==> src/rtl/core/sfr_pkg.sv <==
`timescale 1ns / 1ps
`default_nettype none
// ----------------------------------------------------------------------------
// sfr_pkg
// Shared types for the length-prefixed frame receiver: the parse phase and
// the result word that goes from the parser to the output register.
// ----------------------------------------------------------------------------
package sfr_pkg;

	localparam int unsigned ByteW = 8;

	// parse phase: identifier, length, payload, checksum
	typedef enum logic [1:0] {
		PH_IDENT   = 2'd0,
		PH_LENGTH  = 2'd1,
		PH_PAYLOAD = 2'd2,
		PH_CHECK   = 2'd3
	} phase_t;

	// one result word
	typedef struct packed {
		logic             payload_valid;
		logic [ByteW-1:0] payload_index;
		logic [ByteW-1:0] payload_byte;
		logic             frame_done;
		logic             frame_good;
		logic [ByteW-1:0] frame_ident;
		logic [ByteW-1:0] frame_length;
	} result_t;

endpackage : sfr_pkg
`default_nettype wire

==> src/rtl/core/sfr_in_stage.sv <==
`timescale 1ns / 1ps
`default_nettype none
// ----------------------------------------------------------------------------
// sfr_in_stage
// Input register for received bytes. Holds one word and passes it on when
// the downstream side has room; takes a new word in the same cycle.
// ----------------------------------------------------------------------------
module sfr_in_stage
	import sfr_pkg::*;
(
	input  wire logic             clk,
	input  wire logic             arst_n,
	input  wire logic             byte_valid,
	output logic                  byte_stall,
	input  wire logic [ByteW-1:0] rx_byte,
	input  wire logic             out_free,
	output logic                  valid_s1,
	output logic [ByteW-1:0]      rx_byte_s1,
	output logic                  fire
);

	logic valid_q;
	logic [ByteW-1:0] data_q;

	// word leaves the register when the output side can take it
	assign fire       = valid_q && out_free;
	assign byte_stall = valid_q && !out_free;

	// valid flag
	always_ff @(posedge clk or negedge arst_n) begin
		if (!arst_n) begin
			valid_q <= 1'b0;
		end else if (!byte_stall) begin
			valid_q <= byte_valid;
		end
	end

	// payload capture
	always_ff @(posedge clk) begin
		if (byte_valid && !byte_stall) begin
			data_q <= rx_byte;
		end
	end

	assign valid_s1   = valid_q;
	assign rx_byte_s1 = data_q;

endmodule : sfr_in_stage
`default_nettype wire

==> src/rtl/core/sfr_parser.sv <==
`timescale 1ns / 1ps
`default_nettype none
// ----------------------------------------------------------------------------
// sfr_parser
// Frame parse state (phase, identifier, length, position, running sum) and
// the combinational result for the byte in the input register.
// ----------------------------------------------------------------------------
module sfr_parser
	import sfr_pkg::*;
(
	input  wire logic             clk,
	input  wire logic             arst_n,
	input  wire logic             fire,
	input  wire logic [ByteW-1:0] rx_byte_s1,
	output result_t               res
);

	phase_t           phase_q, phase_d;
	logic [ByteW-1:0] ident_q, ident_d;
	logic [ByteW-1:0] length_q, length_d;
	logic [ByteW-1:0] pos_q, pos_d;
	logic [ByteW-1:0] sum_q, sum_d;
	logic [ByteW-1:0] pos_inc;

	assign pos_inc = pos_q + 8'd1;

	// state registers, updated only when a word moves on
	always_ff @(posedge clk or negedge arst_n) begin
		if (!arst_n) begin
			phase_q  <= PH_IDENT;
			ident_q  <= '0;
			length_q <= '0;
			pos_q    <= '0;
			sum_q    <= '0;
		end else if (fire) begin
			phase_q  <= phase_d;
			ident_q  <= ident_d;
			length_q <= length_d;
			pos_q    <= pos_d;
			sum_q    <= sum_d;
		end
	end

	// next state and result
	always_comb begin
		phase_d  = phase_q;
		ident_d  = ident_q;
		length_d = length_q;
		pos_d    = pos_q;
		sum_d    = sum_q;
		res      = '0;
		case (phase_q)
			PH_IDENT: begin
				ident_d = rx_byte_s1;
				sum_d   = rx_byte_s1;
				phase_d = PH_LENGTH;
			end
			PH_LENGTH: begin
				length_d = rx_byte_s1;
				sum_d    = sum_q + rx_byte_s1;
				pos_d    = '0;
				phase_d  = (rx_byte_s1 == '0) ? PH_CHECK : PH_PAYLOAD;
			end
			PH_PAYLOAD: begin
				res.payload_valid = 1'b1;
				res.payload_index = pos_q;
				res.payload_byte  = rx_byte_s1;
				sum_d             = sum_q + rx_byte_s1;
				pos_d             = pos_inc;
				if (pos_inc == length_q) begin
					phase_d = PH_CHECK;
				end
			end
			PH_CHECK: begin
				res.frame_done = 1'b1;
				res.frame_good = (sum_q == rx_byte_s1);
				phase_d        = PH_IDENT;
			end
			default: begin
				phase_d = PH_IDENT;
			end
		endcase
		res.frame_ident  = ident_d;
		res.frame_length = length_d;
	end

	// checks
	a_ident_to_length: assert property (@(posedge clk) disable iff (!arst_n)
		fire && phase_q == PH_IDENT |=> phase_q == PH_LENGTH)
		else $error("identifier word did not lead to length phase");

	a_zero_length: assert property (@(posedge clk) disable iff (!arst_n)
		fire && phase_q == PH_LENGTH && rx_byte_s1 == '0 |=> phase_q == PH_CHECK)
		else $error("zero length did not skip to checksum");

	a_index_in_range: assert property (@(posedge clk) disable iff (!arst_n)
		phase_q == PH_PAYLOAD |-> pos_q < length_q)
		else $error("payload position beyond frame length");

	a_idle_holds: assert property (@(posedge clk) disable iff (!arst_n)
		!fire |=> $stable(phase_q) && $stable(sum_q) && $stable(pos_q))
		else $error("parse state moved without a word");

endmodule : sfr_parser
`default_nettype wire

==> src/rtl/core/serial_frame_receiver_sum8_core.sv <==
`timescale 1ns / 1ps
`default_nettype none
// ----------------------------------------------------------------------------
// serial_frame_receiver_sum8_core
// Parses received bytes into frames (identifier, length, payload, checksum)
// with an 8-bit additive checksum; emits one result word per byte.
//
//   channel  | handshake                   | payload
//   ---------+-----------------------------+--------------------------------
//   input    | byte_valid / byte_stall     | rx_byte
//   result   | result_valid / result_stall | payload_*, frame_*
//
// One byte per cycle sustained while the result side does not stall; a byte's
// result passes the input register, parser logic and output register.
// Parse state advances as a word moves from the input to the output register.
// Reset clears the parse state and both valid flags.
// A stalled result holds; the input register keeps taking words while the
// output register drains, and byte_stall rises only when both are full.
// ----------------------------------------------------------------------------
module serial_frame_receiver_sum8_core
	import sfr_pkg::*;
(
	input  wire logic             clk,
	input  wire logic             arst_n,
	input  wire logic             byte_valid,
	output logic                  byte_stall,
	input  wire logic [ByteW-1:0] rx_byte,
	output logic                  result_valid,
	input  wire logic             result_stall,
	output logic                  payload_valid,
	output logic [ByteW-1:0]      payload_index,
	output logic [ByteW-1:0]      payload_byte,
	output logic                  frame_done,
	output logic                  frame_good,
	output logic [ByteW-1:0]      frame_ident,
	output logic [ByteW-1:0]      frame_length
);

	logic             out_free;
	logic             valid_s1;
	logic [ByteW-1:0] rx_byte_s1;
	logic             fire;
	result_t          res;
	logic             res_valid_q;
	result_t          res_q;

	assign out_free = !res_valid_q || !result_stall;

	// input register
	sfr_in_stage u_in (
		.clk        (clk),
		.arst_n     (arst_n),
		.byte_valid (byte_valid),
		.byte_stall (byte_stall),
		.rx_byte    (rx_byte),
		.out_free   (out_free),
		.valid_s1   (valid_s1),
		.rx_byte_s1 (rx_byte_s1),
		.fire       (fire)
	);

	// parser
	sfr_parser u_parser (
		.clk        (clk),
		.arst_n     (arst_n),
		.fire       (fire),
		.rx_byte_s1 (rx_byte_s1),
		.res        (res)
	);

	// output register valid
	always_ff @(posedge clk or negedge arst_n) begin
		if (!arst_n) begin
			res_valid_q <= 1'b0;
		end else if (out_free) begin
			res_valid_q <= valid_s1;
		end
	end

	// output register payload
	always_ff @(posedge clk) begin
		if (fire) begin
			res_q <= res;
		end
	end

	assign result_valid  = res_valid_q;
	assign payload_valid = res_q.payload_valid;
	assign payload_index = res_q.payload_index;
	assign payload_byte  = res_q.payload_byte;
	assign frame_done    = res_q.frame_done;
	assign frame_good    = res_q.frame_good;
	assign frame_ident   = res_q.frame_ident;
	assign frame_length  = res_q.frame_length;

endmodule : serial_frame_receiver_sum8_core
`default_nettype wire

==> config.mk <==
export PLATFORM = sky130hd
export DESIGN_NAME = serial_frame_receiver_sum8_core
export DESIGN_NICKNAME = d
export VERILOG_FILES = /design/src/rtl/core/sfr_pkg.sv /design/src/rtl/core/sfr_in_stage.sv /design/src/rtl/core/sfr_parser.sv /design/src/rtl/core/serial_frame_receiver_sum8_core.sv
export SDC_FILE = /design/constraint.sdc
export NUM_CORES = 1
export LEC_CHECK = 0
export CORE_UTILIZATION = 40
export CTS_CLUSTER_DIAMETER = 50
export DETAILED_ROUTE_END_ITERATION = 6
export DONT_BUFFER_PORTS = 1
export PLACE_DENSITY_LB_ADDON = 0.2
export REMOVE_ABC_BUFFERS = 1
export SETUP_SLACK_MARGIN = 0.15
export SLEW_MARGIN = 20
export SYNTH_ARGS = -nofsm -noshare
export SYNTH_HDL_FRONTEND = slang
export SYNTH_SLANG_ARGS = --single-unit
export TNS_END_PERCENT = 1
==> constraint.sdc <==
create_clock -name clk -period 7.75 [get_ports clk]
set_clock_uncertainty 0.05 [all_clocks]
set_input_delay 0.775 -clock clk [delete_from_list [all_inputs] [get_ports clk]]
set_output_delay 0.775 -clock clk [all_outputs]
set_load 0.01 [all_outputs]
# [Yosys cells after proc, flatten, opt, wreduce, memory -nomap -nowiden]
# Index checks and enable logic that the tools add are counted.
# W data, S select, Z words.
[op_classes] n_addsub=2 mul=0 div_mod_pow=0 n_lt_le_gt_ge=0 n_eq_ne=6 shifts=0 n_mux=9 bitwise_logic=0 reduce_logical=16
[ops] operator="$pmux W8 S2" count=2
[ops] operator="$mux W17" count=1
[ops] operator="$eq A8 B8 Y1" count=2
[ops] operator="$mux W8" count=2
[ops] operator="$add A8 B1 Y8 const B" count=1
[ops] operator="$add A8 B8 Y8" count=1
[ops] operator="$logic_not A8 Y1" count=1
[ops] operator="$pmux W2 S4" count=1
[ops] operator="$reduce_and A2 Y1" count=3
[ops] operator="$eq A2 B2 Y1 const B" count=2
[ops] operator="$logic_not A1 Y1" count=4
[ops] operator="$mux W2" count=2
[ops] operator="$reduce_bool A2 Y1" count=2
[ops] operator="$logic_and A1 B1 Y1" count=3
[ops] operator="$eq A2 B1 Y1 const B" count=1
[ops] operator="$logic_not A2 Y1" count=1
[ops] operator="$ne A2 B1 Y1 const B" count=1
[ops] operator="$reduce_or A2 Y1" count=1
[ops] operator="$logic_or A1 B1 Y1" count=1
[ops] operator="$mux W1" count=1
[word_totals] ff_bits=79 latch_bits=0 mem_bits_rw=0 rom_bits=0 output_inout_bits=37 wordCells=48 memories=0

# [Longest topological paths before layout]
# Gate-level depths: netlist of run 1.
[depth] word_depth=6 depth_mapped=10 mapped_depth_nobuf=10

# [Hierarchy]
# Synthesis of run 1 repeated with hierarchy kept, for this count alone.
[hier_totals] hier_cells=287 area_unflattened_um2=3748.6
[modules_own_cells] mod="sfr_parser" n_inst=1 cells_per_inst=235 area_each_um2=2357.3
[modules_own_cells] mod="serial_frame_receiver_sum8_core" n_inst=1 cells_per_inst=38 area_each_um2=1087.3
[modules_own_cells] mod="sfr_in_stage" n_inst=1 cells_per_inst=14 area_each_um2=304.0

# [Worst setup path after synthesis of run 1]
# OpenSTA, ideal clock, no wires.
[synth_path] path_type="in2reg" from="input result_stall" to="register res_q (netlist bit frame_done) (enable)" setup_ps=413 t_arrival_ps=2434 path_slack_ps=4854 stages=5 cell_sequence="nand2_1 -> nand2_1 -> inv_1 -> clkbuf_1 -> buf_1"
[synth_via] elab_chain_cells=3
[synth_rtl] element="start: declaration" line_no="serial_frame_receiver_sum8_core.sv:29" rtl="input wire logic result_stall,"
[synth_rtl] element="$logic_not A1 Y1" line_no="serial_frame_receiver_sum8_core.sv:47" rtl="assign out_free = !res_valid_q || !result_stall;"
[synth_rtl] element="$logic_or A1 B1 Y1" line_no="serial_frame_receiver_sum8_core.sv:47"
[synth_rtl] element="$logic_and A1 B1 Y1" line_no="sfr_in_stage.sv:26" rtl="assign fire = valid_q && out_free;"
[synth_rtl] element="named net fire" line_no="serial_frame_receiver_sum8_core.sv:42" rtl="logic fire;"
[synth_rtl] element="end signal: assignment" line_no="serial_frame_receiver_sum8_core.sv:83" rtl="res_q <= res;"
[synth_rtl] element="end: declaration" line_no="serial_frame_receiver_sum8_core.sv:45" rtl="result_t res_q;"
# The timed path passes the listed nets, and every way through them passes these cells.
# A chain may end at the register's enable or synchronous reset.

# [Worst setup path in the final report of run 1]
[layout_path] from="register res_valid_q, in the netlist result_valid" to="register u_parser.phase_q[1]"
[layout_via] elab_chain_cells=4
[layout_rtl] element="start: declaration" line_no="serial_frame_receiver_sum8_core.sv:44" rtl="logic res_valid_q;"
[layout_rtl] element="start signal: assignment" line_no="serial_frame_receiver_sum8_core.sv:76" rtl="res_valid_q <= valid_s1;"
[layout_rtl] element="$logic_not A1 Y1" line_no="serial_frame_receiver_sum8_core.sv:47"
[layout_rtl] element="$logic_or A1 B1 Y1" line_no="serial_frame_receiver_sum8_core.sv:47"
[layout_rtl] element="$logic_and A1 B1 Y1" line_no="sfr_in_stage.sv:26"
[layout_rtl] element="$reduce_and A2 Y1 (no source line)"
[layout_rtl] element="end signal: assignment" line_no="sfr_parser.sv:36" rtl="phase_q <= phase_d;"
[layout_rtl] element="end: declaration" line_no="sfr_parser.sv:18" rtl="phase_t phase_q, phase_d;"
# No other way between the ends.

==> reports/metrics.yaml, run 1 <==
synthMuxAreaShare_pct: 7.37
critical_path.top_delay_family: "simple AND/OR/NAND/NOR gates"
netlist_area_um2: 3750
grt_pass1_vias: 2201
postCtsHoldBufs: 0
drive_gt1_share_pct: 12.1
synthFlopType: "edfxtp_1"
power_density_nw_per_um2: 368
avgSynthCellArea_um2: 11.5
area_growth_pct: 6.80
regToRegSetupSlack_ns: 4.74
die_area_um2: 9770
gp_congestion: 0.732
synth_edf_count: 43
reg2regPathDepth: 7
cp.required_ns: 7.94
slowest_delay_ns: 0.98
fillCellCount: 812
ys_ff_latch: 79
status: "finished clean"
port_buffers: 0
cts_htree_levels: 3
grtUsageTotal_pct: 16.4
num_vias: 2315
yosysWarnings: 0
slew_violations: 0
crit_chain: "nand2_1 -> nand2_1 -> inv_2 -> nand4_1 -> nor4_2 -> nor2_1 -> mux2_4"
final_cell_mix: "nand2_1, edfxtp_1, dfrtp_1"
io_pins: 49
rsz0062_at_grt: "false"
die_y_um: 98.8
layout_commonest_cell: "nand2_1"
crit_cells: 7
critical_path_buf_inv_count: 1
grt_pass1_wl_um: 11900
cts-resized-gates: 0
drtIter0Drc: 126
critPathLaunchType: "register"
postCtsSetupBuffers: 0
cp_common_cell: "nand2_1"
min_period_ns: 3.01
rows: 34
synth_top_family_by_area: "simple AND/OR/NAND/NOR gates"
hold_viol: 0
grt_max_degree: 56
clkLatencyLatePin_ns: 0.35
synth-adder-area-share_pct: 4.54
gr-total-overflow: 0
power.leakage_nw: 1.66
path_clk_slew_ns: 0.08
drtAntennaViolNets: 0
core_um2: 8890
cts.sinks: 79
maxSlewHeadroom_pct: 29.7
syn_inst: 327
die_w_um: 98.8
finalCritPeriodShare_pct: 38.9
rr_endpoint: "u_parser.phase_q[1]"
placed_area_um2: 3840
postLayoutCellArea_um2: 4010
yosysUniqueCellTypes: 50
drc: 0
path_max_fanout: 55
r2r-start: "result_valid"
worstSetupEndpointType: "register"
tns_ns: 0
synth_xor_area_share_pct: 3.04
setup_viol_count_final: 0
hpwl_um: 4700
wire_per_inst_um: 16.8
cts_buffers: 9
synth_compound_area_share_pct: 7.91
max-vdd-ir-drop_uv: 190
viasPerCell: 5.29
antenna_found_initial: 0
crit_end: "u_parser.phase_q[1]"
async_reset_ff_share_pct: 45.6
fmax_mhz: 332
synth-seq-area-share_pct: 58.4
startpoint: "result_valid"
wl_um: 7380
path_class: "register to register"
cp_slowest_cell: "inv_2"
layout.nets: 350
drv_cap: 0
clockRootBuffer: "clkbuf_8"
start_util_pct: 42.2
diodes: 0
yosys.area_share.simple_pct: 16.3
cts_max_path_buffers: 2
worst_pin_slew_ns: 1.05
cts_tree: "done"
worstPathArrival_ns: 3.20
firstDrtPassIters: 4
hold_path_class: "input pin to asynchronous set/reset pin"
-- where the power goes --
part | leakage [nW] | switching [W] | internal [W]
sequential | 0.876 | 0.000102 | 0.000583
combinational | 0.714 | 0.000284 | 0.000236
clock | 0.0716 | 0.000152 | 0.000116
-- flip-flops by register name, summed over array words and instances, names as in the netlist --
| name | flops |
|---|---|
| frame_ident | 8 |
| u_parser.sum_q | 8 |
| u_parser.phase_q | 2 |
| payload_byte | 8 |
| u_in.rx_byte_s1 | 8 |
| frame_good | 1 |
| frame_done | 1 |
| payload_index | 8 |
| u_parser.ident_q | 8 |
| result_valid | 1 |
| u_in.valid_s1 | 1 |
| frame_length | 8 |
| u_parser.pos_q | 8 |
| u_parser.length_q | 8 |
| payload_valid | 1 |
-- cell families after synthesis --
logic type / Yosys count
AO/OA/AOI/OAI: 47
XOR/XNOR: 13
adder cells (fa/ha/maj): 13
buffers and inverters: 24
flip-flops: 79
multiplexers: 25
AND/OR/NAND/NOR: 126
-- worst min path at each step --
stage	startpoint	end	slack, ns	depth (start not counted)
floorplan	u_parser.ident_q[7]	u_parser.ident_q[7]	0.39	2
global placement	u_parser.ident_q[4]	u_parser.ident_q[4]	0.40	2
detailed placement	u_parser.ident_q[2]	u_parser.ident_q[2]	0.41	2
CTS	arst_n	u_parser.sum_q[3]	0.04	0
global route	arst_n	u_parser.sum_q[3]	0.03	0
finish	arst_n	u_parser.sum_q[3]	0.06	0
-- metrics by stage --
stage | std cells | worst slack [ns] | hold WS (ns) | util [%] | power, W
floorplan | 314 | 4.56 | 0.392 | - | 0.00109
global placement | 422 | 4.43 | 0.403 | 43.2 | 0.00120
detailed placement | 422 | 4.35 | 0.411 | 43.2 | 0.00121
CTS | 438 | 4.67 | 0.0406 | 45.0 | 0.00148
global route | 438 | 4.40 | 0.0274 | 45.1 | 0.00158
finish | 438 | 4.74 | 0.0579 | 45.1 | 0.00147
-- layer usage --
layer  vias to the layer above  part of all wire (%)  global-route usage (%)
met5                         -                     0                       0
met4                         0                   2.1                    6.08
met3                        12                   5.9                    6.52
met2                        71                    44                    23.8
met1                      1091                    48                    22.1
li1                       1141                     -                       -
-- Yosys cell counts (all sizes together), types with 7 or more instances --
cell	instances	area (um2)
and2	19	120
ha	12	150
inv	11	41.3
nor2	12	45.0
nand3	7	40.0
nand2	63	236
a21oi	15	75.1
mux2i	7	70.1
mux2	18	206
dfrtp	36	901
edfxtp	43	1290
o21ai	10	50.0
xnor2	8	70.1
clkbuf	10	37.5
-- cell type report --
type                            instances  area, um2  area share (%)
Tap cell                              108        135            3.37
Multi-Input combinational cell        224       1470            36.7
Sequential cell                        79       2190            54.7
Clock inverter                          5       35.0           0.874
Inverter                               11       41.3            1.03
Clock buffer                           11        131            3.28
Power figures use the tool's default switching activity.
==> run 2, diff against run 1 <==
- clock period: 7.75 -> 2.88 ns (I/O delays scaled with it)
==> reports/metrics.yaml, run 2 (synthesis gave the netlist of run 1 again) <==
status: "finished clean"
postCtsHoldBufs: 11  # +11
cp.required_ns: 3.03  # -4.91 ns
path_max_fanout: 6  # -89%
cts_htree_levels: 3  # unchanged
clockRootBuffer: "clkbuf_8"
rr_endpoint: "u_parser.sum_q[7]"
hpwl_um: 4790  # +1.9%
max-vdd-ir-drop_uv: 470  # +150%
area_growth_pct: 13.0
hold_viol: 0  # unchanged
fmax_mhz: 422  # +27%
layout_commonest_cell: "nand2_1"
wire_per_inst_um: 16.2  # -3.8%
tns_ns: 0  # unchanged
firstDrtPassIters: 4  # unchanged
startpoint: "u_in.rx_byte_s1[1]"
setup_viol_count_final: 0  # unchanged
cts_buffers: 9  # unchanged
cts.sinks: 79  # unchanged
power.leakage_nw: 1.79  # +7.6%
clkLatencyLatePin_ns: 0.35  # about the same
antenna_found_initial: 0  # unchanged
cp_slowest_cell: "edfxtp_1"
cts_tree: "done"
rsz0062_at_grt: "false"
cp_common_cell: "a21o_1"
drtIter0Drc: 84  # -33%
grt_pass1_wl_um: 12100  # +1.5%
crit_end: "u_parser.sum_q[7]"
start_util_pct: 42.2  # unchanged
whs_ns: 0.0470  # -0.0109 ns
slowest_delay_ns: 0.49  # -0.49 ns
min_period_ns: 2.37  # -0.642 ns
path_class: "register to register"
gp_congestion: 0.755  # +3.2%
diodes: 0  # unchanged
cts-resized-gates: 0  # unchanged
grt_max_degree: 47  # -16%
die_area_um2: 9770  # unchanged
hold_depth: 2
cts_max_path_buffers: 2  # unchanged
io_pins: 49  # unchanged
power_density_nw_per_um2: 1010  # +180%
postCtsSetupBuffers: 0  # unchanged
fin_ws_ns: 0.511  # -4.23 ns
hold_path_class: "input pin to register"
grtUsageTotal_pct: 16.5  # +0.10 points
rows: 34  # unchanged
grt_pass1_vias: 2364  # +7.4%
drc: 0  # unchanged
finalCritPeriodShare_pct: 82.3  # +43 points
drv_cap: 0  # unchanged
wl_um: 7360  # -0.27%
r2r-start: "u_in.rx_byte_s1[1]"
final_cell_mix: "nand2_1, edfxtp_1, dfrtp_1"
critPathLaunchType: "register"
die_w_um: 98.8  # unchanged
drtAntennaViolNets: 0  # unchanged
viasPerCell: 5.28  # -0.15%
worstSetupEndpointType: "register"
worstPathArrival_ns: 2.52  # -0.68 ns
worst_pin_slew_ns: 0.701  # -0.353 ns
crit_chain: "ha_1 -> a21o_1 -> a21oi_1 -> o21ai_1 -> a21o_1 -> or4_1 -> o211ai_1 -> a31oi_1"
place_ws_ns: 0.531  # -3.82 ns
maxSlewHeadroom_pct: 53.3  # +24 points
core_um2: 8890  # unchanged
path_clk_slew_ns: 0.08  # about the same
num_vias: 2396  # +3.5%
die_y_um: 98.8  # unchanged
drive_gt1_share_pct: 13.6  # +1.5 points
port_buffers: 0  # unchanged
slew_violations: 0  # unchanged
regToRegSetupSlack_ns: 0.51  # -4.23 ns
gr-total-overflow: 0  # unchanged
reg2regPathDepth: 8  # +1
layout.nets: 366  # +4.6%
run 2: cell count changes in the layout (fill, tap and decap cells not counted):
| cell | previous run | this run |
|---|---|---|
| clkbuf_1 | 2 | 0 |
| clkinvlp_4 | 4 | 1 |
| nor2_2 | 1 | 0 |
| clkinv_2 | 1 | 2 |
| nor2_1 | 11 | 12 |
| bufinv_16 | 0 | 3 |
| buf_4 | 0 | 5 |
| buf_12 | 0 | 1 |
| dlygate4sd3_1 | 0 | 10 |
| clkbuf_8 | 9 | 10 |
run 2: final cells by class:
cell class | instances | area, um2
fillers | 793 | 4650
clock buffers | 10 | 138
well taps | 108 | 135
flip-flops and latches | 79 | 2190
inverters | 11 | 41.3
clock inverters | 6 | 108
multi-input cells | 224 | 1470
repair buffers | 16 | 158
run 2: metal layers:
layer  routed length (um)  up-vias  track usage [%]
li1                     -     1176                -
met2                 3120       71             24.3
met3                  401       13             4.04
met1                 3680     1136             22.9
met4                  163        0             7.69
met5                    0        -                0
run 2: worst min path at each step:
stage                 start                  end  slack (ns)
2_1_floorplan        arst_n         result_valid       -0.06
3_3_place_gp         arst_n  u_parser.ident_q[7]       -0.06
3_5_place_dp         arst_n  u_parser.ident_q[7]       -0.06
4_1_cts        result_stall         result_valid        0.03
5_1_grt        result_stall         result_valid        0.05
6_report       result_stall         result_valid        0.05
run 2: critical path, delay by kind of cell (launching register included):
family / cells / cell delay (ns)
AO/OA/AOI/OAI: 6 / 0.93
adder cells (fa/ha/maj): 1 / 0.35
flip-flops: 1 / 0.49
AND/OR/NAND/NOR: 1 / 0.41
run 2: per-stage QoR:
| step | power, W | cells | utilization (%) | area, um2 |
|---|---|---|---|---|
| final | 0.00429 | 454 | 47.7 | 4240 |
| after detailed placement | 0.00329 | 427 | 43.6 | 3870 |
| after global placement | 0.00327 | 427 | 43.6 | 3870 |
| after floorplan | 0.00293 | 314 | - | 3700 |
| after global routing | 0.00458 | 454 | 47.7 | 4240 |
| after CTS | 0.00433 | 454 | 47.7 | 4240 |
run 2: power breakdown:
group	leakage [nW]	switching (W)	internal [W]
logic	0.790	0.000787	0.000665
registers	0.876	0.000268	0.00157
clock network	0.122	0.000403	0.000596
